--- src/rtl/assert_macros.svh ---
// Assertion macros shared by the speed loop RTL; they expect clk and rst_n in scope.
`ifndef ASSERT_MACROS_SVH
`define ASSERT_MACROS_SVH

// Same-cycle implication, disabled while reset is asserted.
`define PSTL_ASSERT_IMP(lbl, ante, cons, msg) \
    lbl: assert property (@(posedge clk) disable iff (!rst_n) (ante) |-> (cons)) \
        else $error(msg);

// Next-cycle implication, disabled while reset is asserted.
`define PSTL_ASSERT_NXT(lbl, ante, cons, msg) \
    lbl: assert property (@(posedge clk) disable iff (!rst_n) (ante) |=> (cons)) \
        else $error(msg);

`endif

--- src/rtl/pstl_pkg.sv ---
// Shared types and constants of the speed throttle loop.
`timescale 1ns / 1ps
package pstl_pkg;

    localparam int CFG_DATA_W = 24;
    localparam int CFG_IDX_W  = 3;
    localparam int GAIN_W     = 24;
    localparam int SUM_W      = 32;
    localparam int THR_W      = 10;
    localparam int TGT_W      = 16;
    localparam int DB_W       = 15;
    localparam int LIM_W      = 15;

    localparam logic [THR_W-1:0] THROTTLE_MAX = 10'd1000;

    localparam logic signed [TGT_W-1:0] RST_TARGET   = 16'sd0;
    localparam logic [DB_W-1:0]         RST_DEADBAND = 15'd50;
    localparam logic [GAIN_W-1:0]       RST_KP       = 24'd13107;
    localparam logic [GAIN_W-1:0]       RST_KI       = 24'd46;
    localparam logic [GAIN_W-1:0]       RST_KD       = 24'd0;
    localparam logic [LIM_W-1:0]        RST_LAUNCH   = 15'd100;
    localparam logic [THR_W-1:0]        RST_MIN_THR  = 10'd150;

    typedef enum logic [CFG_IDX_W-1:0] {
        REG_TARGET   = 3'd0,
        REG_DEADBAND = 3'd1,
        REG_KP       = 3'd2,
        REG_KI       = 3'd3,
        REG_KD       = 3'd4,
        REG_LAUNCH   = 3'd5,
        REG_MIN_THR  = 3'd6
    } pstl_reg_t;

    typedef struct packed {
        logic signed [TGT_W-1:0] setpoint;
        logic [DB_W-1:0]         error_deadband;
        logic [GAIN_W-1:0]       proportional_gain;
        logic [GAIN_W-1:0]       integral_gain;
        logic [GAIN_W-1:0]       derivative_gain;
        logic [LIM_W-1:0]        launch_speed_limit;
        logic [THR_W-1:0]        min_launch_throttle;
    } pstl_cfg_t;

endpackage

--- src/rtl/pstl_cfg_regs.sv ---
// Configuration register file of the speed throttle loop.
`timescale 1ns / 1ps
module pstl_cfg_regs
    import pstl_pkg::*;
(
    input  logic                  clk,
    input  logic                  rst_n,
    input  logic                  cfg_we,
    input  logic [CFG_IDX_W-1:0]  cfg_index,
    input  logic [CFG_DATA_W-1:0] cfg_data,
    output pstl_cfg_t             cfg
);

    pstl_cfg_t cfg_reg;

    always_ff @(posedge clk or negedge rst_n)
    begin
        if (!rst_n)
        begin
            cfg_reg.setpoint            <= RST_TARGET;
            cfg_reg.error_deadband      <= RST_DEADBAND;
            cfg_reg.proportional_gain   <= RST_KP;
            cfg_reg.integral_gain       <= RST_KI;
            cfg_reg.derivative_gain     <= RST_KD;
            cfg_reg.launch_speed_limit  <= RST_LAUNCH;
            cfg_reg.min_launch_throttle <= RST_MIN_THR;
        end
        else if (cfg_we)
        begin
            unique case (pstl_reg_t'(cfg_index))
                REG_TARGET:   cfg_reg.setpoint            <= $signed(cfg_data[TGT_W-1:0]);
                REG_DEADBAND: cfg_reg.error_deadband      <= cfg_data[DB_W-1:0];
                REG_KP:       cfg_reg.proportional_gain   <= cfg_data[GAIN_W-1:0];
                REG_KI:       cfg_reg.integral_gain       <= cfg_data[GAIN_W-1:0];
                REG_KD:       cfg_reg.derivative_gain     <= cfg_data[GAIN_W-1:0];
                REG_LAUNCH:   cfg_reg.launch_speed_limit  <= cfg_data[LIM_W-1:0];
                REG_MIN_THR:  cfg_reg.min_launch_throttle <= cfg_data[THR_W-1:0];
                default:      ;  // unmapped index: drop the write
            endcase
        end
    end

    assign cfg = cfg_reg;

endmodule

--- config.mk ---
export PLATFORM = sky130hd
export DESIGN_NAME = pstl_cfg_regs
export DESIGN_NICKNAME = d
export VERILOG_FILES = /design/src/rtl/assert_macros.svh /design/src/rtl/pstl_pkg.sv /design/src/rtl/pstl_cfg_regs.sv
export SDC_FILE = /design/constraint.sdc
export NUM_CORES = 1
export LEC_CHECK = 0
export ABC_CLOCK_PERIOD_IN_PS = 1100
export BUFFER_PORTS_ARGS = -buffer_cell sky130_fd_sc_hd__clkbuf_2
export CORE_ASPECT_RATIO = 1.1
export CORE_UTILIZATION = 35
export DETAILED_ROUTE_END_ITERATION = 16
export GPL_ROUTABILITY_DRIVEN = 0
export PLACE_DENSITY = 0.57
export SETUP_SLACK_MARGIN = 0.05
export SLEW_MARGIN = 25
export SYNTH_ARGS = -nofsm -noshare
export SYNTH_HDL_FRONTEND = slang
export SYNTH_SLANG_ARGS = --single-unit
--- constraint.sdc ---
create_clock -name clk -period 1.1 [get_ports clk]
set_clock_uncertainty 0.15 [all_clocks]
set_input_delay 0.11 -clock clk [delete_from_list [all_inputs] [get_ports clk]]
set_output_delay 0.11 -clock clk [all_outputs]
set_load 0.03 [all_outputs]
==> results.md <==
- During placement, the flow inserted port buffers numbering 157.
- In this run the clock root is driven by a sky130_fd_sc_hd__clkbuf_16.
- The final count of pins violating max slew is 0.
- The internal cell power is between 10 and 15 mW.
- The TritonCTS clock tree is yes.
- After detailed placement, the total cell area comes to 0.006319 mm².
- The sequential cell area fraction in the yosys report is between 60% and 70%.
- The tree built by TritonCTS fans out to 128 sinks.
- The floorplan step set the die height to 126.2 µm.
- The wire length per cell is slightly below 20 µm.
- The sequential cells in the finished layout cover a total of between 0.003 and 0.004 mm².
- After synthesis the cells add up to 0.004908 mm².
- The post-layout instance count excluding filler cells is 734.
- Once routing completed, OpenROAD measured the worst setup slack at -0.2539 ns.
- The overall routed net length is about 14 mm.
- The setup path with the least slack is of type register to output port.
- For this design the static power due to leakage is around 4.2 nW.
- The die covers around 0.015 mm².
- The starting density of the core is a little over a third.
- For the finished layout, the period the worst path requires is roughly 1.4 ns.
- The count of filler cells inserted in the layout is between 900 and 1,000.
- The initialized floorplan defines 45 standard-cell rows.
- The layout-stage area growth over the synthesis result is 83.35%.
- After synthesis, the cell types taking the most area are sky130_fd_sc_hd__dfrtp_1 54%, sky130_fd_sc_hd__mux2_2 29%, sky130_fd_sc_hd__dfstp_2 12%.
- The number of buffer and inverter instances along the worst setup path is 1.
- The core occupancy in the finished layout is 65.51%.
- The fraction of post-synthesis cell area in the top cell type by area is between 50% and 60%.
- The run finished, with violations left.
- In this run, the number of DRC markers left after iteration 0 of detailed routing was between 100 and 150.
- Including well taps, the total number of placed cells is around 630.
- Synthesis inferred 128 register bits.
- Setup repair after global routing could not meet its margin everywhere.
- The maximum fanout encountered on the critical timing path is 2.
- The post-route netlist has between 70% and 80% of its cells at a drive strength greater than 1.
- The hold violation count in the final report is 0.
- The core area is between 0.01 and 0.015 mm².
- The register with the most flip-flops in the layout has roughly 130 of them.
- Using the TritonRoute via totals, the vias-per-cell ratio works out to between 4 and 5.
- The die width is about 110 µm.
- Global routing finished with a remaining overflow of 0.
- The largest net degree at the start of global routing is 59.
- The number of optimization iterations in the first detailed-route pass is 4.
- In this run the tightest slew margin relative to its limit is 79.42%.
- At the pin with the least slew margin, the transition time is between 0.3 and 0.4 ns.
- The HPWL reported at the end of detailed placement is approximately 8 mm.
- The tool flagged a number of max-cap violations equal to 0.
- STA puts the critical path data arrival time at ~1.1 ns.
- The tightest min-delay check is of the input port to async pin type.
- Derived from the worst setup path, the maximum achievable clock frequency is between 700 and 800 MHz.
- The number of global-route vias before repair is between 3,000 and 4,000.
- The number of antenna diodes in the final layout is 0.
- The family with the most delay on the worst path is flip-flops.
- The number of nets in the synthesized netlist is about 310.
- In the layout the commonest cells are 128 x sky130_fd_sc_hd__buf_8, 106 x sky130_fd_sc_hd__dfrtp_1, 74 x sky130_fd_sc_hd__mux2_4, 54 x sky130_fd_sc_hd__mux2_2, 30 x sky130_fd_sc_hd__buf_4.
- The signal on the critical path passes through buf_8.
- The final layout net count is ~560.
- The count of mapped cells out of synthesis is 277.
- STA puts the critical path data required time at between 0.8 and 0.9 ns.
- In the final layout, the multi-input gates occupy between 0.0015 and 0.002 mm².
- In this run the power density over the cells is 2268 mW/mm².
- The clock reaches the later pin of the worst-skew pair after 0.41 ns.
- The share of total power dissipated in the clock network is a little over a quarter.
- Yosys printed 0 warnings.
- Pin placement for this block handled between 150 and 200 I/O pins.
- Summing all non-filler instances in the final layout gives an area of about 0.0090 mm².
- The maximum count of clock buffers along a single path is 2.
- The H-tree generated during clock tree synthesis spans 4 levels.
- The number of antenna violations at the first check in global routing was 0.
- The first-pass GRT wire length is roughly 21 mm.
- The global-route usage over all layers is between 15 and 20%.
- The number of failing setup endpoints in the final timing report is 128.
- The setup TNS is -17.82 ns.
- In the routed design, unresolved DRC markers number 0.
- IR analysis of the VDD net gives a maximum drop of between 1 and 1.5 mV.
- The final reports fail on setup timing.
- The number of buffers inserted during clock tree synthesis is 17.
- The analysis attributes to net switching a power of about 6.4 mW.
- The switching part of the total is between 30% and 40%.
- The most frequent standard cell in the layout excluding fill and tap cells is sky130_fd_sc_hd__buf_8.
- The startpoint class of the critical path is a register.
- Per report_power, the sequential group accounts for 34.0% of the total.
- The biggest cell delay along the critical path is approximately 0.56 ns.
- The netlist uses 11 different library cells.
- The detail route stage leaves a number of antenna-violating nets equal to 0.
- The largest total area in the synthesized netlist belongs to sky130_fd_sc_hd__dfrtp_1.
- After clock tree synthesis, the clock-pin slew on the worst setup and hold paths is about 0.06 ns.
- The average cell area after synthesis is between 15 and 20 µm².
- The worst slack after detailed placement is -0.3845 ns.
- Combinational logic is responsible for 38.8% of the overall power.
- The cell with the largest stage delay on the worst path is sky130_fd_sc_hd__dfstp_2.
- For this block, the via count after detailed routing is between 3,000 and 4,000.
- The final worst-path cycle share is 123.1%.
- STA classifies the critical path endpoint as an output port.
==> per-layer routing <==
metal | vias to the layer above | global-route usage, % | part of all wire (%)
li1 | 1496 | - | -
met3 | 16 | 5.438 | 3.9
met4 | 0 | 7.028 | 1.4
met1 | 1771 | 23.44 | 40
met5 | - | 0 | 0
met2 | 88 | 34.20 | 54
==> cell type report <==
type | instances | share of cell area [%]
flip-flops and latches | 128 | 35.90
clock inverters | 6 | 0.8898
well taps | 188 | 2.614
multi-input cells | 135 | 20.30
clock buffers | 26 | 5.547
repair buffers | 251 | 34.76
==> what timing repair did <==
| action | CTS | global route |
|---|---|---|
| hold buffers | 25 | 0 |
| resized for setup | 257 | 176 |
| pin swaps | 0 | 1 |
| endpoints found under the setup margin | 129 | 183 |
| cloned | 0 | 1 |
| buffers inserted | 36 | 26 |
| endpoints found under the hold margin | 256 | 0 |
==> path summary, 6_finish.rpt <==
check                           slack (ns)  depth (start not counted)          from      end
min in group clk                      0.13                          3  cfg_index[0]  cfg[28]
worst min-delay path                  0.11                          2         rst_n  cfg[85]
worst min register to register        0.40                          1       cfg[53]  cfg[53]
worst max-delay path                 -0.25                          1       cfg[51]  cfg[51]
worst max register to register        0.02                          2       cfg[35]  cfg[35]
max in group asynchronous             0.32                          3         rst_n  cfg[86]
==> synth_stat cells <==
cell / instances
sky130_fd_sc_hd__nand4b_1: 1
sky130_fd_sc_hd__mux2_4: 1
sky130_fd_sc_hd__buf_2: 4
sky130_fd_sc_hd__dfrtp_1: 106
sky130_fd_sc_hd__and4bb_2: 2
sky130_fd_sc_hd__and4bb_1: 1
sky130_fd_sc_hd__buf_6: 10
sky130_fd_sc_hd__mux2_2: 127
sky130_fd_sc_hd__dfstp_2: 22
sky130_fd_sc_hd__nor4b_4: 1
sky130_fd_sc_hd__nand4b_2: 2
==> power groups by stage <==
stage | registers [mW] | logic, mW | clock network (mW)
3_5_place_dp | 6.53 | 4.99 | 0
3_3_place_gp | 6.50 | 4.95 | 0
4_1_cts | 6.60 | 7.08 | 5.64
2_1_floorplan | 8.59 | 1.30 | 0
5_1_grt | 7.06 | 8.25 | 5.89
6_report | 6.94 | 7.92 | 5.55
==> logic make-up after synthesis <==
logic type,after synthesis,share of synthesized area (%)
simple gates,7,2.039
mux,128,29.44
flops,128,65.82
buf+inv,14,2.702
==> stage by stage <==
stage               hold WS (ns)  power (mW)
finish                    0.1133       20.42
global route              0.1010       21.20
CTS                       0.1019       19.32
detailed placement      -0.01214       11.52
global placement       -0.008205       11.45
floorplan                -0.3356       9.892
Power figures use the tool's default switching activity.
