$ cat config.mk
export PLATFORM = sky130hd
export DESIGN_NAME = pstl_out_stage
export DESIGN_NICKNAME = d
export VERILOG_FILES = /design/src/rtl/pstl_pkg.sv /design/src/rtl/pstl_out_stage.sv
export VERILOG_INCLUDE_DIRS = /design/src /design/src/rtl
export SDC_FILE = /design/constraint.sdc
export NUM_CORES = 1
export LEC_CHECK = 0
export BUFFER_PORTS_ARGS = -buffer_cell sky130_fd_sc_hd__buf_4
export CAP_MARGIN = 25
export CORE_MARGIN = 2
export CORE_UTILIZATION = 53
export DETAILED_ROUTE_END_ITERATION = 10
export HOLD_SLACK_MARGIN = 0.12
export PLACE_DENSITY = 0.89
export SYNTH_ARGS = -nofsm -noshare
export SYNTH_HDL_FRONTEND = slang
export SYNTH_SLANG_ARGS = --single-unit
$ cat constraint.sdc
create_clock -name clk -period 3.55 [get_ports clk]
set_clock_uncertainty 0.1 [all_clocks]
set_input_delay 0.71 -clock clk [delete_from_list [all_inputs] [get_ports clk]]
set_output_delay 0.71 -clock clk [all_outputs]
set_load 0.05 [all_outputs]
$ cat src/rtl/assert_macros.svh
// Assertion macros shared by the speed loop RTL; they expect clk and rst_n in scope.
`ifndef ASSERT_MACROS_SVH
`define ASSERT_MACROS_SVH

// Same-cycle implication, disabled while reset is asserted.
`define PSTL_ASSERT_IMP(lbl, ante, cons, msg) \
    lbl: assert property (@(posedge clk) disable iff (!rst_n) (ante) |-> (cons)) \
        else $error(msg);

// Next-cycle implication, disabled while reset is asserted.
`define PSTL_ASSERT_NXT(lbl, ante, cons, msg) \
    lbl: assert property (@(posedge clk) disable iff (!rst_n) (ante) |=> (cons)) \
        else $error(msg);

`endif

$ cat src/rtl/pstl_pkg.sv
// Shared types and constants of the speed throttle loop.
`timescale 1ns / 1ps
package pstl_pkg;

    localparam int CFG_DATA_W = 24;
    localparam int CFG_IDX_W  = 3;
    localparam int GAIN_W     = 24;
    localparam int SUM_W      = 32;
    localparam int THR_W      = 10;
    localparam int TGT_W      = 16;
    localparam int DB_W       = 15;
    localparam int LIM_W      = 15;

    localparam logic [THR_W-1:0] THROTTLE_MAX = 10'd1000;

    localparam logic signed [TGT_W-1:0] RST_TARGET   = 16'sd0;
    localparam logic [DB_W-1:0]         RST_DEADBAND = 15'd50;
    localparam logic [GAIN_W-1:0]       RST_KP       = 24'd13107;
    localparam logic [GAIN_W-1:0]       RST_KI       = 24'd46;
    localparam logic [GAIN_W-1:0]       RST_KD       = 24'd0;
    localparam logic [LIM_W-1:0]        RST_LAUNCH   = 15'd100;
    localparam logic [THR_W-1:0]        RST_MIN_THR  = 10'd150;

    typedef enum logic [CFG_IDX_W-1:0] {
        REG_TARGET   = 3'd0,
        REG_DEADBAND = 3'd1,
        REG_KP       = 3'd2,
        REG_KI       = 3'd3,
        REG_KD       = 3'd4,
        REG_LAUNCH   = 3'd5,
        REG_MIN_THR  = 3'd6
    } pstl_reg_t;

    typedef struct packed {
        logic signed [TGT_W-1:0] setpoint;
        logic [DB_W-1:0]         error_deadband;
        logic [GAIN_W-1:0]       proportional_gain;
        logic [GAIN_W-1:0]       integral_gain;
        logic [GAIN_W-1:0]       derivative_gain;
        logic [LIM_W-1:0]        launch_speed_limit;
        logic [THR_W-1:0]        min_launch_throttle;
    } pstl_cfg_t;

endpackage

$ cat src/rtl/pstl_out_stage.sv
// Result stage: sum of products, scaling, clamp and launch minimum.
`timescale 1ns / 1ps
`include "assert_macros.svh"
module pstl_out_stage
    import pstl_pkg::*;
#(
    parameter int SPEED_WIDTH    = 16,
    parameter int GAIN_FRAC_BITS = 16
)
(
    input  logic                    clk,
    input  logic                    rst_n,
    input  pstl_cfg_t               cfg,
    input  logic                    s2_valid,
    output logic                    s2_adv,
    input  logic signed [((SPEED_WIDTH > TGT_W) ? SPEED_WIDTH : TGT_W)+GAIN_W+1:0] s2_p,
    input  logic signed [SUM_W+GAIN_W:0] s2_i,
    input  logic signed [((SPEED_WIDTH > TGT_W) ? SPEED_WIDTH : TGT_W)+GAIN_W+2:0] s2_d,
    input  logic                    s2_launch,
    output logic                    result_valid,
    input  logic                    result_ready,
    output logic [THR_W-1:0]        throttle,
    output logic                    launch_boost
);

    localparam int EW = ((SPEED_WIDTH > TGT_W) ? SPEED_WIDTH : TGT_W) + 1;
    localparam int PW = EW + GAIN_W + 1;
    localparam int IW = SUM_W + GAIN_W + 1;
    localparam int DW = EW + GAIN_W + 2;
    localparam int AW = ((IW > DW) ? IW : DW) + 2;

    logic                 en;
    logic signed [AW-1:0] acc;
    logic signed [AW-1:0] scaled;
    logic [AW-1:0]        min_lim;
    logic                 pos;
    logic                 boost;
    logic [THR_W-1:0]     forced;
    logic [THR_W-1:0]     thr_next;

    logic                 result_valid_reg;
    logic [THR_W-1:0]     throttle_reg;
    logic                 launch_boost_reg;

    assign en     = !result_valid_reg || result_ready;
    assign s2_adv = en;

    always_comb
    begin
        acc     = {{(AW-PW){s2_p[PW-1]}}, s2_p}
                + {{(AW-IW){s2_i[IW-1]}}, s2_i}
                + {{(AW-DW){s2_d[DW-1]}}, s2_d};
        pos     = !acc[AW-1] && (acc != '0);
        scaled  = acc >>> GAIN_FRAC_BITS;
        min_lim = {{(AW-THR_W){1'b0}}, cfg.min_launch_throttle} << GAIN_FRAC_BITS;
        boost   = pos && s2_launch && ($unsigned(acc) < min_lim);
        forced  = (cfg.min_launch_throttle > THROTTLE_MAX) ? THROTTLE_MAX
                                                           : cfg.min_launch_throttle;
        priority if (boost)
            thr_next = forced;
        else if (!pos)
            thr_next = '0;
        else if ($unsigned(scaled) > {{(AW-THR_W){1'b0}}, THROTTLE_MAX})
            thr_next = THROTTLE_MAX;
        else
            thr_next = scaled[THR_W-1:0];
    end

    always_ff @(posedge clk or negedge rst_n)
    begin
        if (!rst_n)
            result_valid_reg <= 1'b0;
        else if (en)
            result_valid_reg <= s2_valid;
    end

    always_ff @(posedge clk)
    begin
        if (en && s2_valid)
        begin
            throttle_reg     <= thr_next;
            launch_boost_reg <= boost;
        end
    end

    assign result_valid = result_valid_reg;
    assign throttle     = throttle_reg;
    assign launch_boost = launch_boost_reg;

    `PSTL_ASSERT_IMP(a_thr_range, result_valid_reg, throttle_reg <= THROTTLE_MAX, "throttle above full scale")
    `PSTL_ASSERT_IMP(a_boost_nonzero, result_valid_reg && launch_boost_reg, throttle_reg != '0, "launch boost with zero throttle")

endmodule
==> results of run 1 <==
## layer usage
layer	GRT usage (%)	overflow
met3	51.4	0
met1	66.9	0
met2	83.6	2
met4	63.7	2
met5	33.3	0
## what timing repair did
| action | CTS |
|---|---|
| buffers inserted | 11 |
| pin swaps | 13 |
| gates resized for setup | 20 |
| endpoints found under the setup margin | 11 |
## through the flow
stage / setup TNS (ns) / area [µm²] / hold slack, ns / setup slack (ns) / instances
CTS: -18.82 / 9820 / 0.137 / -1.85 / 1369
detailed placement: -21.16 / 9540 / 0.389 / -2.01 / 1354
global placement: -17.88 / 9540 / 0.385 / -1.67 / 1354
floorplan: -14.68 / 6210 / 0.314 / -1.52 / 808
## cells by family after synthesis
family	Yosys count	synth area share [%]
AOI/OAI and AO/OA	267	27.7
muxes	9	1.48
xor gates and xnor gates	32	4.54
DFF	12	5.75
buffers and inverters	65	4.31
adders and majority gates	124	32.2
and+or+nand+nor	299	24.1
==> flow_summary.ini, run 1 <==
[yosys]
synth-seq-area-share_pct = 5.75
synth.largest_area_cell = fa_1
synth_flop_cell = edfxtp_1
synth_cells = 808
synth_nets = 1207
yosysMostFrequentCell = a21oi_1
syn_area_mm2 = 0.00618
ys_top_cells_by_count = a21oi_1 (93), nand2_1 (88), ha_1 (66)
yosys_warnings = 0
synthDistinctLibCells = 71
synth_enable_flop_cells = 11
yosys.area.top_type_share_pct = 18.8
yosys-top-cells-area = fa_1 (19%), ha_1 (13%), a21oi_1 (7.5%)
async_flop_share_pct = 8.33
synth_seq_cells = 12
synth.avg_cell_area_um2 = 7.65

[floorplan]
rows = 39
initial_core_util_pct = 54.1
die_y_um = 112
pin_count = 288
fp.dieW_um = 112

[status]
firstError = [ERROR GRT-0116] Global routing finished with congestion. Check the congestion regions in the DRC Viewer.
lastStage = global routing (5_1_grt)
outcome = aborted with a tool error

[global_route]
gr-usage-all-layers_pct = 66.9
grt_pass1_wl_um = 63200
grt_overflow = 4
grt_start_max_net_pins = 17
first_global_vias = 10900

[clocking]
h-tree-depth = 1
clockRootBuffer = clkbuf_16
clock_sinks = 12
numCtsBuffers = 3
clk_path_buf_depth = 2
hold_buffers = 0

[placement]
gp_congestion = 1.15
hpwlAfterDp_um = 23700
io_buffers = 169
==> inputs of run 2 (changes only) <==
- CORE_UTILIZATION: 53 -> 40
- HOLD_SLACK_MARGIN: 0.12 -> not set
- PLACE_DENSITY: 0.89 -> not set
- PLACE_DENSITY_LB_ADDON: not set -> 0.15
==> flow_summary.ini, run 2 <==
[placement]
hpwlAfterDp_um = 21100
gp_congestion = 0.977
io_buffers = 169
placedCellCount = 1410
dpl_cell_area_mm2 = 0.00968

[route]
drc = 0
vias = 8096
wl_um = 24600
viasPerCell = 5.63
drtIter0Drc = 638
firstDrtPassIters = 5
ant_nets = 0
avgRoutedWirePerCell_um = 17.1

[yosys]
yosysMostFrequentCell = a21oi_1
synth_seq_cells = 12
synth_flop_cell = edfxtp_1
async_flop_share_pct = 8.33
synth_enable_flop_cells = 11
synth_cells = 808
synth_nets = 1207
synthDistinctLibCells = 71
ys_top_cells_by_count = a21oi_1 (93), nand2_1 (88), ha_1 (66)
synth-seq-area-share_pct = 5.75
yosys_warnings = 0
syn_area_mm2 = 0.00618
synth.avg_cell_area_um2 = 7.65
yosys.area.top_type_share_pct = 18.8
yosys-top-cells-area = fa_1 (19%), ha_1 (13%), a21oi_1 (7.5%)
synth.largest_area_cell = fa_1

[clocking]
numCtsBuffers = 3
clock_latency_ns = 0.24
clock_sinks = 12
clockRootBuffer = clkbuf_16
h-tree-depth = 1
clk_path_buf_depth = 2
hold_buffers = 0
cts_tree = yes
clk_pin_slew_worst_paths_ns = 0.04

[sta]
relSlewSlack_pct = 56.9
drv_slew = 0
fmax_mhz = 194
fin_crit_sh_pct = 145
rsz0062_at_grt = yes
holdWs_ns = 0.138
fin_tns_setup_ns = -16.37
hold_viol = 0
fin_crit_ns = 5.16
setup_viol_count_final = 11
fin_ws_ns = -1.61
worst_pin_slew_ns = 0.642

[floorplan]
core_mm2 = 0.0151
fp.dieW_um = 128
design.die.area_mm2 = 0.0165
initial_core_util_pct = 40.8
rows = 45
die_y_um = 128
pin_count = 288

[layout]
postLayoutCellArea_mm2 = 0.0103
area_growth_pct = 66.7
nFillCells = 1360
final_cell_mix = buf_4 (473), nand2_1 (88), a21oi_1 (84)
largest_reg_flops = 10
multi_input_area_mm2 = 0.00591
final_cells = 1439
drive_gt1_share_pct = 44.0
nets = 1650
final-seq-area_um2 = 355
final_common_cell = buf_4

[setup_path]
cpLargestDelayFamily = adder cells
start_kind = input pin
critical_path_cell_count = 23
critPathKind = input pin to flip-flop
crit_path_end_kind = flip-flop
worst_path_largest_cell_delay_ns = 0.54
r2r_cells = 2
required_ns = 3.41
path_cells = buf_6, fa_1, ha_2, inv_2, fa_2, nor2b_4, o2111ai_4, a211oi_2, nor2_1, o21bai_2, buf_4, buf_4, xor2_1, ha_1, o21ai_1, nand3b_1, nand4_1, nand4b_1, a211oi_2, or3_4, or3_1, o311ai_2, o311ai_1
crit_buf_inv = 4
worst-path-max-fanout = 3
worstPathArrival_ns = 5.03
slowest_stage = fa_1

[global_route]
gr-usage-all-layers_pct = 28.9
grt_start_max_net_pins = 16
grt_overflow = 0
antenna_found_initial = 0
grt_pass1_wl_um = 38500
first_global_vias = 7786

[power]
fin_total_pwr_w = 0.00436
ir_drop_mv = 0.252
power_per_cell_area_mw_per_mm2 = 423
leakage_nw = 4.71

[worst_hold_path]
hp-class = input pin to asynchronous set/reset pin

[job]
drv_cap = 0

[status]
violations = setup timing
outcome = finished with violations
## run 2: cell counts after synthesis
Identical to the previous run, type by type.
## run 2: per-stage QoR
| stage | util (%) | setup WS, ns |
|---|---|---|
| finish | 68.0 | -1.61 |
| global route | 68.0 | -1.86 |
| CTS | 66.7 | -1.51 |
| detailed placement | 63.9 | -1.88 |
| global placement | 63.9 | -1.72 |
| floorplan | - | -1.52 |
## run 2: logic make-up (layout without fill, tap and decap cells)
| group | count (synthesis) | in the layout | synth area share (%) |
|---|---|---|---|
| compound gates | 267 | 267 | 27.7 |
| xor+xnor | 32 | 32 | 4.54 |
| fa+ha+maj | 124 | 124 | 32.2 |
| buf+inv | 65 | 507 | 4.31 |
| flops | 12 | 12 | 5.75 |
| mux | 9 | 9 | 1.48 |
| other cells | 0 | 1 | 0 |
| simple gates | 299 | 299 | 24.1 |
## run 2: routing by layer
metal	vias to the layer above	part of all wire [%]	track usage, %
met5	-	0	0
met3	45	7.4	3.09
met4	0	1.8	4.27
met1	3749	48	43.8
met2	362	43	45.1
li1	3940	-	-
## run 2: worst paths after layout
| kind | from | endpoint | slack (ns) |
|---|---|---|---|
| setup reg to reg | result_valid | throttle[1] | 2.19 |
| hold reg to reg | result_valid | result_valid | 0.43 |
| max in group asynchronous | rst_n | result_valid | 3.13 |
| hold / removal | rst_n | result_valid | 0.14 |
| min in group clk | result_valid | result_valid | 0.43 |
| setup / recovery | s2_p[1] | throttle[3] | -1.61 |
## run 2: repair_timing
action	in CTS	in global routing
endpoints found under the setup margin	11	11
gates resized for setup	38	28
setup buffers	18	7
pin swaps	29	16
cloned	1	0
## run 2: layout make-up
cell class	instances	area share [%]
timing repair buffer	478	35.0
antenna	1	0.0243
sequential	12	3.45
clock buffer	4	0.863
inverter	25	0.911
tap	188	2.28
multi-input combinational	731	57.4
## run 2: where the power goes
group | switching, W | total [W] | internal (W)
registers | 0.00000525 | 0.000189 | 0.000184
logic | 0.00201 | 0.00394 | 0.00193
clock network | 0.0000564 | 0.000226 | 0.000170
No activity file was read; power rests on OpenSTA's default activity.
