[src/rtl/assert_macros.svh]
// Assertion macros shared by the speed loop RTL; they expect clk and rst_n in scope.
`ifndef ASSERT_MACROS_SVH
`define ASSERT_MACROS_SVH

// Same-cycle implication, disabled while reset is asserted.
`define PSTL_ASSERT_IMP(lbl, ante, cons, msg) \
    lbl: assert property (@(posedge clk) disable iff (!rst_n) (ante) |-> (cons)) \
        else $error(msg);

// Next-cycle implication, disabled while reset is asserted.
`define PSTL_ASSERT_NXT(lbl, ante, cons, msg) \
    lbl: assert property (@(posedge clk) disable iff (!rst_n) (ante) |=> (cons)) \
        else $error(msg);

`endif

[src/rtl/pstl_pkg.sv]
// Shared types and constants of the speed throttle loop.
`timescale 1ns / 1ps
package pstl_pkg;

    localparam int CFG_DATA_W = 24;
    localparam int CFG_IDX_W  = 3;
    localparam int GAIN_W     = 24;
    localparam int SUM_W      = 32;
    localparam int THR_W      = 10;
    localparam int TGT_W      = 16;
    localparam int DB_W       = 15;
    localparam int LIM_W      = 15;

    localparam logic [THR_W-1:0] THROTTLE_MAX = 10'd1000;

    localparam logic signed [TGT_W-1:0] RST_TARGET   = 16'sd0;
    localparam logic [DB_W-1:0]         RST_DEADBAND = 15'd50;
    localparam logic [GAIN_W-1:0]       RST_KP       = 24'd13107;
    localparam logic [GAIN_W-1:0]       RST_KI       = 24'd46;
    localparam logic [GAIN_W-1:0]       RST_KD       = 24'd0;
    localparam logic [LIM_W-1:0]        RST_LAUNCH   = 15'd100;
    localparam logic [THR_W-1:0]        RST_MIN_THR  = 10'd150;

    typedef enum logic [CFG_IDX_W-1:0] {
        REG_TARGET   = 3'd0,
        REG_DEADBAND = 3'd1,
        REG_KP       = 3'd2,
        REG_KI       = 3'd3,
        REG_KD       = 3'd4,
        REG_LAUNCH   = 3'd5,
        REG_MIN_THR  = 3'd6
    } pstl_reg_t;

    typedef struct packed {
        logic signed [TGT_W-1:0] setpoint;
        logic [DB_W-1:0]         error_deadband;
        logic [GAIN_W-1:0]       proportional_gain;
        logic [GAIN_W-1:0]       integral_gain;
        logic [GAIN_W-1:0]       derivative_gain;
        logic [LIM_W-1:0]        launch_speed_limit;
        logic [THR_W-1:0]        min_launch_throttle;
    } pstl_cfg_t;

endpackage

[src/rtl/pstl_err_stage.sv]
// Front stage: error, deadband, saturating integral and loop state.
`timescale 1ns / 1ps
`include "assert_macros.svh"
module pstl_err_stage
    import pstl_pkg::*;
#(
    parameter int SPEED_WIDTH = 16
)
(
    input  logic                          clk,
    input  logic                          rst_n,
    input  pstl_cfg_t                     cfg,
    input  logic                          sample_valid,
    output logic                          sample_ready,
    input  logic signed [SPEED_WIDTH-1:0] measured_speed,
    input  logic                          adv,
    output logic                          s1_valid,
    output logic signed [((SPEED_WIDTH > TGT_W) ? SPEED_WIDTH : TGT_W):0] s1_err,
    output logic signed [SUM_W-1:0]       s1_sum,
    output logic signed [((SPEED_WIDTH > TGT_W) ? SPEED_WIDTH : TGT_W)+1:0] s1_diff,
    output logic                          s1_launch
);

    localparam int EW = ((SPEED_WIDTH > TGT_W) ? SPEED_WIDTH : TGT_W) + 1;

    logic signed [EW-1:0]    err;
    logic [EW-1:0]           mag;
    logic                    in_db;
    logic signed [SUM_W:0]   sum_wide;
    logic signed [SUM_W-1:0] sum_sat;
    logic signed [EW:0]      diff;
    logic signed [EW-1:0]    speed_ext;
    logic                    launch;
    logic                    fire;
    logic                    en;

    logic                    s1_valid_reg;
    logic signed [EW-1:0]    s1_err_reg;
    logic signed [SUM_W-1:0] s1_sum_reg;
    logic signed [EW:0]      s1_diff_reg;
    logic                    s1_launch_reg;
    logic signed [SUM_W-1:0] error_sum_reg;
    logic signed [EW-1:0]    last_error_reg;

    assign en           = !s1_valid_reg || adv;
    assign sample_ready = en;
    assign fire         = sample_valid && en;

    always_comb
    begin
        speed_ext = {{(EW-SPEED_WIDTH){measured_speed[SPEED_WIDTH-1]}}, measured_speed};
        err       = {{(EW-TGT_W){cfg.setpoint[TGT_W-1]}}, cfg.setpoint} - speed_ext;
        mag       = err[EW-1] ? -err : err;
        in_db     = mag < {{(EW-DB_W){1'b0}}, cfg.error_deadband};
        launch    = speed_ext < $signed({{(EW-LIM_W){1'b0}}, cfg.launch_speed_limit});
        diff      = {err[EW-1], err} - {last_error_reg[EW-1], last_error_reg};
        sum_wide  = {error_sum_reg[SUM_W-1], error_sum_reg}
                  + {{(SUM_W+1-EW){err[EW-1]}}, err};
        // clamp at the signed 32-bit limits when the carry disagrees with the sign
        if (sum_wide[SUM_W] != sum_wide[SUM_W-1])
            sum_sat = sum_wide[SUM_W] ? {1'b1, {(SUM_W-1){1'b0}}} : {1'b0, {(SUM_W-1){1'b1}}};
        else
            sum_sat = sum_wide[SUM_W-1:0];
    end

    always_ff @(posedge clk or negedge rst_n)
    begin
        if (!rst_n)
        begin
            s1_valid_reg   <= 1'b0;
            error_sum_reg  <= '0;
            last_error_reg <= '0;
        end
        else
        begin
            if (en)
                s1_valid_reg <= fire && !in_db;
            if (fire && !in_db)
            begin
                error_sum_reg  <= sum_sat;
                last_error_reg <= err;
            end
        end
    end

    always_ff @(posedge clk)
    begin
        if (fire)
        begin
            s1_err_reg    <= err;
            s1_sum_reg    <= sum_sat;
            s1_diff_reg   <= diff;
            s1_launch_reg <= launch;
        end
    end

    assign s1_valid  = s1_valid_reg;
    assign s1_err    = s1_err_reg;
    assign s1_sum    = s1_sum_reg;
    assign s1_diff   = s1_diff_reg;
    assign s1_launch = s1_launch_reg;

    `PSTL_ASSERT_NXT(a_db_holds_sum, fire && in_db, $stable(error_sum_reg), "deadband beat moved the integral")
    `PSTL_ASSERT_IMP(a_s1_from_beat, $rose(s1_valid_reg), $past(fire), "stage 1 filled without a beat")

endmodule

[config.mk]
export PLATFORM = sky130hd
export DESIGN_NAME = pstl_err_stage
export DESIGN_NICKNAME = d
export VERILOG_FILES = /design/src/rtl/pstl_pkg.sv /design/src/rtl/pstl_err_stage.sv
export VERILOG_INCLUDE_DIRS = /design/src /design/src/rtl
export SDC_FILE = /design/constraint.sdc
export NUM_CORES = 1
export LEC_CHECK = 0
export BUFFER_PORTS_ARGS = -buffer_cell sky130_fd_sc_hd__buf_2
export CORE_AREA = 3 3 115 228
export CTS_CLUSTER_DIAMETER = 120
export DETAILED_ROUTE_END_ITERATION = 8
export DIE_AREA = 0 0 118 231
export HOLD_SLACK_MARGIN = 0.02
export SYNTH_ARGS = -nofsm -noshare
export SYNTH_HDL_FRONTEND = slang
export SYNTH_SLANG_ARGS = --single-unit
[constraint.sdc]
create_clock -name clk -period 4.3 [get_ports clk]
set_input_delay 0.86 -clock clk [delete_from_list [all_inputs] [get_ports clk]]
set_output_delay 0.86 -clock clk [all_outputs]
set_load 0.05 [all_outputs]
==> results.sh, run 1 <==
export IMPL_clk_insertion_delay_late_ps=420
export IMPL_first_global_vias=8558
export IMPL_place_ws_ps=-1490
export IMPL_starting_density=0.349
export IMPL_ctsHoldBuffers=0
export IMPL_num_antenna_cells=0
export IMPL_synth_async_reset_ratio=0.424
export IMPL_synthFlopType="sky130_fd_sc_hd__edfxtp_1"
export IMPL_critPathSlowestCell="sky130_fd_sc_hd__fa_2"
export IMPL_final_max_slew_viol_count=0
export IMPL_status="complete, but fails checks"
export IMPL_cts_tree="yes"
export IMPL_vdd_ir_max_mv=0.456
export IMPL_fin_ws_ps=-680
export IMPL_grt_pass1_wl_um=42300
export IMPL_drt_pass1_iter_count=4
export IMPL_critical_path_max_fanout=8
export IMPL_synth_ff_latch_count=118
export IMPL_tritoncts_num_buffers=17
export IMPL_place_port_buffers=135
export IMPL_clockRootBuffer="sky130_fd_sc_hd__clkbuf_16"
export IMPL_yosys_cell_types_count=67
export IMPL_period_share=1.16
export IMPL_violations="negative setup slack"
export IMPL_startpoint_type="input port"
export IMPL_power_density_nw_per_um2=965
export IMPL_place_hpwl_um=20900
export IMPL_hold_viol=0
export IMPL_htreeDepth=4
export IMPL_clkTransAtPathRegs_ps=60
export IMPL_clock_skew_ps=17.2
export IMPL_gp_congestion=0.879
export IMPL_post_drt_wl_per_cell_um=17.8
export IMPL_io_pins=218
export IMPL_setup_viol=82
export IMPL_seq_area_frac_synth=0.383
export IMPL_fraction_of_final_layout_cells_with_drive_strength_greater_than_1=0.473
export IMPL_period_minus_slack_ps=4980
export IMPL_row_count=81
export IMPL_post_drt_via_cell_ratio=5.09
export IMPL_hold_path_class="input port to asynchronous set/reset pin"
export IMPL_critPathArrivalTime_ps=5280
export IMPL_chipHeight_um=231
export IMPL_synth_area_leader_cell="sky130_fd_sc_hd__edfxtp_1"
export IMPL_clkSinkCount=118
export IMPL_floorplan_die_area_um2=27300
export IMPL_grt_remaining_overflow=0
export IMPL_chipWidth_um=118
export IMPL_grt_start_max_net_pins=39
export IMPL_detail_route_iter0_violations=355
export IMPL_synth_area_leaders="sky130_fd_sc_hd__edfxtp_1, sky130_fd_sc_hd__dfrtp_1, sky130_fd_sc_hd__ha_1"
export IMPL_max_freq_mhz=201
export IMPL_timing_worst_slew_pin_value_ps=582
export IMPL_yosysTopAreaCellShare=0.237
export IMPL_detail_route_antenna_nets=0
export IMPL_antenna_violations_before_repair=1
export IMPL_routed_wl_um=28600
export IMPL_maxCapViolCount=0
export IMPL_dr_total_vias=8195
export IMPL_yosysWarnings=0
export IMPL_clock_path_buffers=2
export IMPL_grt_usage=0.196
export IMPL_synth_cells=857
export IMPL_fin_hold_ws_ps=388
export IMPL_timing_critical_path_mode_cell="sky130_fd_sc_hd__buf_12"
export IMPL_post_synth_instance_area_um2=8600
export IMPL_worst_slew_margin_rel=0.610
export IMPL_core_area_um2=24600
export IMPL_drc=0
export IMPL_crit_path_end_kind="register"
export IMPL_flow_area_growth_from_synthesis_pct=57.9
export IMPL_criticalPathCategory="input port to register"
export IMPL_rsz0062_at_grt="true"
export IMPL_leakagePower_nw=6.25
export IMPL_synthesis_nets=1102
export IMPL_synth_edff_count=68
export IMPL_design_final_nets=1509
export IMPL_syn_mean_instance_area_um2=10.0
export IMPL_worstPathRequired_ps=4600
export IMPL_worst_path_largest_cell_delay_ps=400
export IMPL_final_util=0.552
-- layout make-up --
cell class / instances / area (um2)
repair inverters: 1 / 11.3
clock buffers: 19 / 433
flip-flops and latches: 118 / 3290
multi-input cells: 631 / 5780
clock inverters: 13 / 133
well taps: 332 / 415
repair buffers: 410 / 3170
inverters: 85 / 347
fillers: 2083 / 11000
-- power by group --
group          internal (mW)  leakage, nW  total, mW  switching (mW)
registers               2.01         1.22       2.27           0.263
clock network          0.849        0.271       1.38           0.532
logic                   4.70         4.76       9.45            4.76
-- worst paths after layout --
check,startpoint,endpoint,slack [ps],depth (start not counted)
worst max-delay path,cfg[112],error_sum_reg[1],-680,27
worst min-delay path,rst_n,error_sum_reg[2],390,1
worst max register to register,error_sum_reg[0],error_sum_reg[11],780,13
worst min register to register,last_error_reg[6],last_error_reg[6],490,1
max in group asynchronous,rst_n,error_sum_reg[13],3040,2
min in group clk,last_error_reg[6],last_error_reg[6],490,1
-- repair_timing --
item,CTS,global route
setup buffers,18,10
gates resized for setup,112,121
pin swaps,12,28
endpoints found under the setup margin,82,86
cloned,1,6
-- metal layers --
layer  routed length (um)  vias to the layer above  GRT usage
li1                     -                     3976          -
met1                 9910                     3942      0.185
met2                16100                      193      0.395
met3                  913                       82     0.0314
met4                 1710                        2      0.102
met5                   13                        -          0
-- cells in the mapped netlist (all sizes together), types with 3 or more instances --
master,n
or2,3
o21ai,52
a2111o,3
a211oi,13
and2,9
maj3,11
and3,4
mux2i,4
nand2,36
clkbuf,17
nand4,3
nor2b,8
nand2b,11
a21o,19
a211o,3
inv,85
a41oi,3
o2111ai,7
o31ai,16
o211ai,8
a21oi,61
a21boi,4
xnor2,38
a31o,4
o21bai,4
nor4,5
o21a,16
fa,3
nor3,13
dfrtp,50
nand3,18
nor2,47
a31oi,6
or3,13
buf,6
mux2,45
edfxtp,68
xor2,20
ha,94
-- per-stage QoR --
stage / TNS (ps) / instances / cell area [um2] / power, mW
floorplan: -68480 / 857 / 8930 / 6.62
global placement: -107380 / 1542 / 11700 / 9.45
detailed placement: -113730 / 1542 / 11700 / 9.57
CTS: -46450 / 1593 / 12900 / 11.6
global route: -64110 / 1609 / 13600 / 13.9
finish: -49200 / 1609 / 13600 / 13.1
-- critical path, delay by kind of cell --
family,cells,cell delay [ps]
compound gates,9,1520
simple gates,5,640
buf+inv,9,1200
fa+ha+maj,3,820
mux,1,250
-- cell families after synthesis --
group	Yosys count	share of synthesized area
adder cells (fa/ha/maj)	108	0.156
multiplexers	49	0.0635
XOR/XNOR	58	0.0590
AND/OR/NAND/NOR	175	0.101
flip-flops	118	0.383
buffers and inverters	108	0.0516
AO/OA/AOI/OAI	241	0.186
-- cells in the final DEF, fill, tap and decap left out, drive strengths merged, types with 11 or more instances in the layout --
| master | instances |
|---|---|
| buf | 406 |
| ha | 94 |
| inv | 86 |
| edfxtp | 68 |
| a21oi | 61 |
| o21ai | 52 |
| dfrtp | 50 |
| nor2 | 47 |
| mux2 | 45 |
| xnor2 | 38 |
| nand2 | 36 |
| clkbuf | 23 |
| xor2 | 20 |
| a21o | 19 |
| nand3 | 18 |
| o21a | 16 |
| o31ai | 16 |
| or3 | 13 |
| nor3 | 13 |
| a211oi | 13 |
| nand2b | 11 |
| maj3 | 11 |
No activity file was read; power rests on OpenSTA's default activity.
==> run 2: changes to the inputs <==
--- a/config.mk
+++ b/config.mk
@@ -8,6 +8,7 @@
 export LEC_CHECK = 0
 export BUFFER_PORTS_ARGS = -buffer_cell sky130_fd_sc_hd__buf_2
 export CORE_AREA = 3 3 115 228
+export CTS_BUF_LIST = sky130_fd_sc_hd__clkbuf_8
 export CTS_CLUSTER_DIAMETER = 120
 export DETAILED_ROUTE_END_ITERATION = 8
 export DIE_AREA = 0 0 118 231
==> run 2 against run 1 <==
Core utilization fell by 3.4 points; routed wire length fell by 7.6%; via count fell by 2.5%; sequential share of layout area up 1.6 points; die area unchanged; total power shrank 13%; sequential power is essentially flat; global-route usage about the same; clock power shrank 29%; flip-flop and latch count unchanged; worst hold slack got worse by 30 ps; the flow still finishes with violations (negative setup slack).
==> results.sh, run 2 (synthesis gave the netlist of run 1 again) <==
export IMPL_worstPathRequired_ps=4620
export IMPL_clk_insertion_delay_late_ps=440
export IMPL_htreeDepth=4
export IMPL_leading_cell_type_in_the_layout_fill_and_taps_excluded="sky130_fd_sc_hd__buf_4"
export IMPL_row_count=81
export IMPL_critical_path_reg2reg_startpoint="error_sum_reg[0]"
export IMPL_drt_pass1_iter_count=4
export IMPL_timing_worst_slew_pin_value_ps=586
export IMPL_grt_pass1_wl_um=41900
export IMPL_fin_total_pwr_mw=11.4
export IMPL_fin_ws_ps=-827
export IMPL_worst_slew_margin_rel=0.608
export IMPL_startpoint_type="input port"
export IMPL_antenna_violations_before_repair=3
export IMPL_grt_remaining_overflow=0
export IMPL_first_global_vias=8477
export IMPL_gp_congestion=0.879
export IMPL_cell_area_after_placement_um2=11700
export IMPL_drc=0
export IMPL_period_share=1.19
export IMPL_rsz0062_at_grt="true"
export IMPL_design_final_nets=1498
export IMPL_final_cell_mix="sky130_fd_sc_hd__buf_4, sky130_fd_sc_hd__buf_2, sky130_fd_sc_hd__inv_1"
export IMPL_core_area_um2=24600
export IMPL_post_drt_wl_per_cell_um=16.5
export IMPL_clock_path_buffers=2
export IMPL_regToRegEndpoint="error_sum_reg[4]"
export IMPL_dr_total_vias=7990
export IMPL_floorplan_die_area_um2=27300
export IMPL_r2r_cells=12
export IMPL_hold_path_class="input port to asynchronous set/reset pin"
export IMPL_routed_wl_um=26400
export IMPL_ctsHoldBuffers=0
export IMPL_detail_route_iter0_violations=295
export IMPL_power_density_nw_per_um2=891
export IMPL_clkSinkCount=118
export IMPL_cts_tree="yes"
export IMPL_place_hpwl_um=20900
export IMPL_status="complete, but fails checks"
export IMPL_grt_start_max_net_pins=39
export IMPL_criticalPathCategory="input port to register"
export IMPL_final_fill_count=2255
export IMPL_chipWidth_um=118
export IMPL_critical_path_max_fanout=11
export IMPL_final_util=0.518
export IMPL_fraction_of_final_layout_cells_with_drive_strength_greater_than_1=0.422
export IMPL_r2r_slack_ps=770
export IMPL_clkTransAtPathRegs_ps=80
export IMPL_setup_viol=82
export IMPL_detail_route_antenna_nets=0
export IMPL_leakagePower_nw=5.88
export IMPL_post_drt_via_cell_ratio=5.00
export IMPL_io_pins=218
export IMPL_hold_viol=0
export IMPL_clock_skew_ps=16.4
export IMPL_grt_usage=0.196
export IMPL_vdd_ir_max_mv=0.394
export IMPL_design_area_um2=12800
export IMPL_max_freq_mhz=195
export IMPL_clockRootBuffer="sky130_fd_sc_hd__clkbuf_8"
export IMPL_maxCapViolCount=0
export IMPL_flow_area_growth_from_synthesis_pct=48.3
export IMPL_seqCellArea_um2=3290
export IMPL_crit_path_end_kind="register"
export IMPL_final_max_slew_viol_count=0
export IMPL_critPathArrivalTime_ps=5440
export IMPL_tritoncts_num_buffers=17
export IMPL_starting_density=0.349
export IMPL_chipHeight_um=231
export IMPL_period_minus_slack_ps=5130
export IMPL_place_port_buffers=135
export IMPL_multi_input_comb_area_um2=5470
export IMPL_violations="negative setup slack"
## run 2: cell types whose count changed in the layout (fill, tap and decap cells not counted), sizes merged
cell	delta
buf	-8
clkbuf	-6
inv	+3
bufbuf	+1
clkinv	-1
diode	+1
## run 2: worst max path at each step
stage / start / to / slack (ps)
floorplan: cfg[112] / error_sum_reg[11] / -920
global placement: measured_speed[2] / s1_sum[30] / -1450
detailed placement: measured_speed[2] / s1_sum[30] / -1490
CTS: measured_speed[4] / last_error_reg[7] / -800
global route: measured_speed[5] / last_error_reg[0] / -1010
finish: measured_speed[2] / error_sum_reg[22] / -830
## run 2: routing by layer
layer | global-route usage | share of wire | vias up
met2 | 0.395 | 0.57 | 158
met5 | 0 | 0.0010 | -
met3 | 0.0319 | 0.035 | 67
met1 | 0.184 | 0.34 | 3813
met4 | 0.102 | 0.053 | 4
li1 | - | - | 3948
## run 2: layout make-up
class / count / share of cell area
Clock inverter: 15 / 0.0110
Timing Repair inverter: 1 / 0.00127
Timing Repair Buffer: 399 / 0.224
Multi-Input combinational cell: 631 / 0.429
Clock buffer: 17 / 0.0183
Inverter: 85 / 0.0262
Tap cell: 332 / 0.0326
Sequential cell: 118 / 0.258
Antenna cell: 1 / 0.000196
## run 2: critical path, cell delays in order
cell and delay (ps):
sky130_fd_sc_hd__buf_2 120, sky130_fd_sc_hd__inv_2 60, sky130_fd_sc_hd__ha_4 190, sky130_fd_sc_hd__buf_4 150, sky130_fd_sc_hd__nor2b_4 130, sky130_fd_sc_hd__o31ai_4 340
sky130_fd_sc_hd__a211oi_2 140, sky130_fd_sc_hd__o21a_1 220, sky130_fd_sc_hd__o21a_1 180, sky130_fd_sc_hd__a22o_4 290, sky130_fd_sc_hd__buf_4 160, sky130_fd_sc_hd__nor2_1 80
sky130_fd_sc_hd__a21oi_1 50, sky130_fd_sc_hd__ha_1 270, sky130_fd_sc_hd__a21boi_1 150, sky130_fd_sc_hd__o21a_1 120, sky130_fd_sc_hd__o21ai_0 80, sky130_fd_sc_hd__a21o_1 210
sky130_fd_sc_hd__a21oi_2 180, sky130_fd_sc_hd__o22a_1 220, sky130_fd_sc_hd__buf_4 140, sky130_fd_sc_hd__o31ai_4 60, sky130_fd_sc_hd__a211oi_4 270, sky130_fd_sc_hd__buf_12 160
sky130_fd_sc_hd__bufbuf_16 280, sky130_fd_sc_hd__mux2_1 320
## run 2: per-stage QoR
step / TNS, ps / worst slack [ps] / std cells / hold slack [ps]
3_5_place_dp: -113730 / -1490 / 1542 / 475
2_1_floorplan: -68480 / -915 / 857 / 458
5_1_grt: -72270 / -1010 / 1599 / 350
3_3_place_gp: -107380 / -1450 / 1542 / 468
6_report: -56900 / -827 / 1599 / 358
4_1_cts: -53150 / -795 / 1597 / 355
## run 2: power breakdown
part / switching [mW] / internal, mW
clock network: 0.479 / 0.507
registers: 0.252 / 2.00
logic: 4.21 / 3.93
## run 2: what timing repair did
item	4_1_cts	5_1_grt
pin swaps	23	6
buffers inserted	20	3
gates cloned	3	0
setup endpoints to repair	82	86
gates resized for setup	62	31
==> run 3: changes to the inputs <==
--- a/config.mk
+++ b/config.mk
@@ -6,12 +6,13 @@
 export SDC_FILE = /design/constraint.sdc
 export NUM_CORES = 1
 export LEC_CHECK = 0
+export ABC_AREA = 1
 export BUFFER_PORTS_ARGS = -buffer_cell sky130_fd_sc_hd__buf_2
-export CORE_AREA = 3 3 115 228
+export CORE_AREA = 3 3 119 236
 export CTS_BUF_LIST = sky130_fd_sc_hd__clkbuf_8
 export CTS_CLUSTER_DIAMETER = 120
 export DETAILED_ROUTE_END_ITERATION = 8
-export DIE_AREA = 0 0 118 231
+export DIE_AREA = 0 0 122 239
 export HOLD_SLACK_MARGIN = 0.02
 export SYNTH_ARGS = -nofsm -noshare
 export SYNTH_HDL_FRONTEND = slang
==> run 3 against run 2 <==
The flow now finishes without violations; synthesized cell count grew 42%; critical path depth down 3; die area rose by 7.0%; total power shrank 7.0%; routed wire length increased by 2.9%; clock power rose by 8%; cell area up 0.26%; combinational power decreased by 10%; largest cell class unchanged; largest power group unchanged.
==> results.sh, run 3 <==
export IMPL_whs_endpoint="last_error_reg[10]"
export IMPL_drt_pass1_iter_count=5
export IMPL_gp_congestion=0.915
export IMPL_routed_wl_um=27200
export IMPL_clockRootBuffer="sky130_fd_sc_hd__clkbuf_8"
export IMPL_core_area_um2=26400
export IMPL_clock_path_buffers=2
export IMPL_hold_viol=0
export IMPL_timing_worst_slew_pin_value_ps=876
export IMPL_cts_tree="yes"
export IMPL_yosysWarnings=0
export IMPL_critical_path_max_fanout=8
export IMPL_fraction_of_final_layout_cells_with_drive_strength_greater_than_1=0.302
export IMPL_clkTransAtPathRegs_ps=70
export IMPL_grt_start_max_net_pins=72
export IMPL_place_hpwl_um=22100
export IMPL_max_freq_mhz=238
export IMPL_vdd_ir_max_mv=0.286
export IMPL_antenna_violations_before_repair=1
export IMPL_final_util=0.485
export IMPL_startpoint_type="input port"
export IMPL_floorplan_die_area_um2=29200
export IMPL_synth_ff_latch_count=118
export IMPL_synthesis_nets=1458
export IMPL_worst_path_largest_cell_delay_ps=580
export IMPL_worstPathRequired_ps=4650
export IMPL_io_pins=218
export IMPL_fin_total_pwr_mw=10.6
export IMPL_rsz0062_at_grt="true"
export IMPL_maxCapViolCount=0
export IMPL_clkSinkCount=118
export IMPL_critPathArrivalTime_ps=4550
export IMPL_clock_skew_ps=11.5
export IMPL_worst_slew_margin_rel=0.416
export IMPL_cell_area_after_placement_um2=12000
export IMPL_cp_cell_sequence="buf_4 > ha_4 > fa_2 > ha_4 > a21boi_2 > nand3_2 > nor2_4 > nand3_2 > nor2_4 > nand4_1 > o21ai_2 > xnor2_1 > ha_1 > inv_2 > nor3_2 > a211oi_2 > nand2_1 > a31oi_4 > nand3_4 > buf_8 > clkbuf_16 > nand3_1 > nand2_1"
export IMPL_power_density_nw_per_um2=827
export IMPL_chipHeight_um=239
export IMPL_synth_most_common_cell="sky130_fd_sc_hd__nand2_1"
export IMPL_tritoncts_num_buffers=17
export IMPL_grt_pass1_wl_um=42400
export IMPL_synth_top_cells_by_count="sky130_fd_sc_hd__nand2_1, sky130_fd_sc_hd__inv_1, sky130_fd_sc_hd__nand3_1, sky130_fd_sc_hd__ha_1, sky130_fd_sc_hd__a21oi_1"
export IMPL_leading_cell_type_in_the_layout_fill_and_taps_excluded="sky130_fd_sc_hd__nand2_1"
export IMPL_yosys_cell_types_count=45
export IMPL_post_drt_wl_per_cell_um=14.0
export IMPL_fin_hold_ws_ps=472
export IMPL_hold_path_class="register to register"
export IMPL_leakagePower_nw=6.81
export IMPL_hold_path_depth=2
export IMPL_detail_route_iter0_violations=336
export IMPL_r2r_cells=17
export IMPL_synth_area_leader_cell="sky130_fd_sc_hd__edfxtp_1"
export IMPL_chipWidth_um=122
export IMPL_htreeDepth=4
export IMPL_syn_mean_instance_area_um2=7.59
export IMPL_design_area_um2=12800
export IMPL_detail_route_antenna_nets=0
export IMPL_flow_area_growth_from_synthesis_pct=38.9
export IMPL_synth_async_reset_ratio=0.424
export IMPL_status="finished, final reports clean"
export IMPL_period_minus_slack_ps=4200
export IMPL_timing_hold_worst_start="last_error_reg[10]"
export IMPL_criticalPathCategory="input port to register"
export IMPL_post_drt_via_cell_ratio=4.71
export IMPL_yosysTopAreaCellShare=0.222
export IMPL_dr_total_vias=9138
export IMPL_drc=0
export IMPL_critical_path_reg2reg_startpoint="error_sum_reg[0]"
export IMPL_grt_remaining_overflow=0
export IMPL_post_synth_instance_area_um2=9210
export IMPL_clk_insertion_delay_late_ps=460
export IMPL_starting_density=0.349
export IMPL_setup_viol=0
export IMPL_synthFlopType="sky130_fd_sc_hd__edfxtp_1"
export IMPL_final_max_slew_viol_count=0
export IMPL_synth_edff_count=68
export IMPL_first_global_vias=9060
export IMPL_r2r_slack_ps=1600
export IMPL_period_share=0.977
export IMPL_ctsHoldBuffers=0
export IMPL_synth_area_leaders="sky130_fd_sc_hd__edfxtp_1, sky130_fd_sc_hd__nand2_1, sky130_fd_sc_hd__dfrtp_1"
export IMPL_grt_usage=0.186
export IMPL_seq_area_frac_synth=0.357
export IMPL_design_final_nets=1826
export IMPL_row_count=84
export IMPL_crit_path_end_kind="register"
export IMPL_regToRegEndpoint="error_sum_reg[15]"
export IMPL_critPathSlowestCell="sky130_fd_sc_hd__fa_2"
export IMPL_synth_cells=1213
export IMPL_final_cell_mix="sky130_fd_sc_hd__nand2_1, sky130_fd_sc_hd__buf_4, sky130_fd_sc_hd__inv_1"
export IMPL_place_port_buffers=135
==> run 3: worst max-delay path by stage <==
| stage | slack [ps] | end | depth (start not counted) | from |
|---|---|---|---|---|
| after floorplan | 2 | last_error_reg[14] | 30 | cfg[112] |
| after global placement | -540 | error_sum_reg[10] | 29 | cfg[112] |
| after detailed placement | -560 | error_sum_reg[11] | 29 | cfg[112] |
| after CTS | 10 | error_sum_reg[26] | 31 | cfg[112] |
| after global routing | -60 | error_sum_reg[15] | 29 | measured_speed[0] |
| final | 100 | error_sum_reg[11] | 23 | measured_speed[0] |
==> run 3: stage by stage <==
step	worst slack, ps	setup TNS [ps]	std cells
after detailed placement	-562	-41620	1900
final	97.7	0	1939
after CTS	11.1	0	1932
after floorplan	1.59	0	1213
after global placement	-535	-39310	1900
after global routing	-58.9	-856	1939
==> run 3: repair_timing <==
action	in CTS	in global routing
gates resized for setup	4	63
cloned	0	2
setup endpoints to repair	15	81
buffers inserted	0	4
pin swaps	0	23
==> run 3: routing by layer <==
layer / share of wire / global-route usage / routed length, um
met5: 0 / 0 / 0
met4: 0.045 / 0.0894 / 1220
met3: 0.030 / 0.0265 / 808
met2: 0.57 / 0.368 / 15400
met1: 0.36 / 0.182 / 9780
==> run 3: layout make-up <==
type	instances	area [um2]
Clock buffer	18	248
Antenna cell	1	2.50
Clock inverter	14	164
Timing Repair Buffer	372	2630
Multi-Input combinational cell	895	5360
Inverter	177	664
Sequential cell	118	3290
Tap cell	344	430
Fill cell	2623	13600
==> run 3: power by group <==
part	switching [mW]	internal, mW	total, mW
registers	0.217	1.98	2.20
logic	4.42	2.90	7.32
clock network	0.518	0.544	1.06
==> run 3: worst max-delay path, delay by kind of cell <==
kind / cells / cell delay [ps]
xor+xnor: 1 / 90
buf+inv: 4 / 540
simple gates: 10 / 1090
fa+ha+maj: 4 / 1210
compound gates: 4 / 740
==> run 3: cells by family (layout without fill, tap and decap cells) <==
| family | after synthesis | after routing | share of synthesized area |
|---|---|---|---|
| other cells | 0 | 1 | 0 |
| simple gates | 599 | 599 | 0.277 |
| buf+inv | 200 | 581 | 0.0911 |
| fa+ha+maj | 97 | 97 | 0.134 |
| xor+xnor | 55 | 55 | 0.0523 |
| compound gates | 144 | 144 | 0.0881 |
| flops | 118 | 118 | 0.357 |
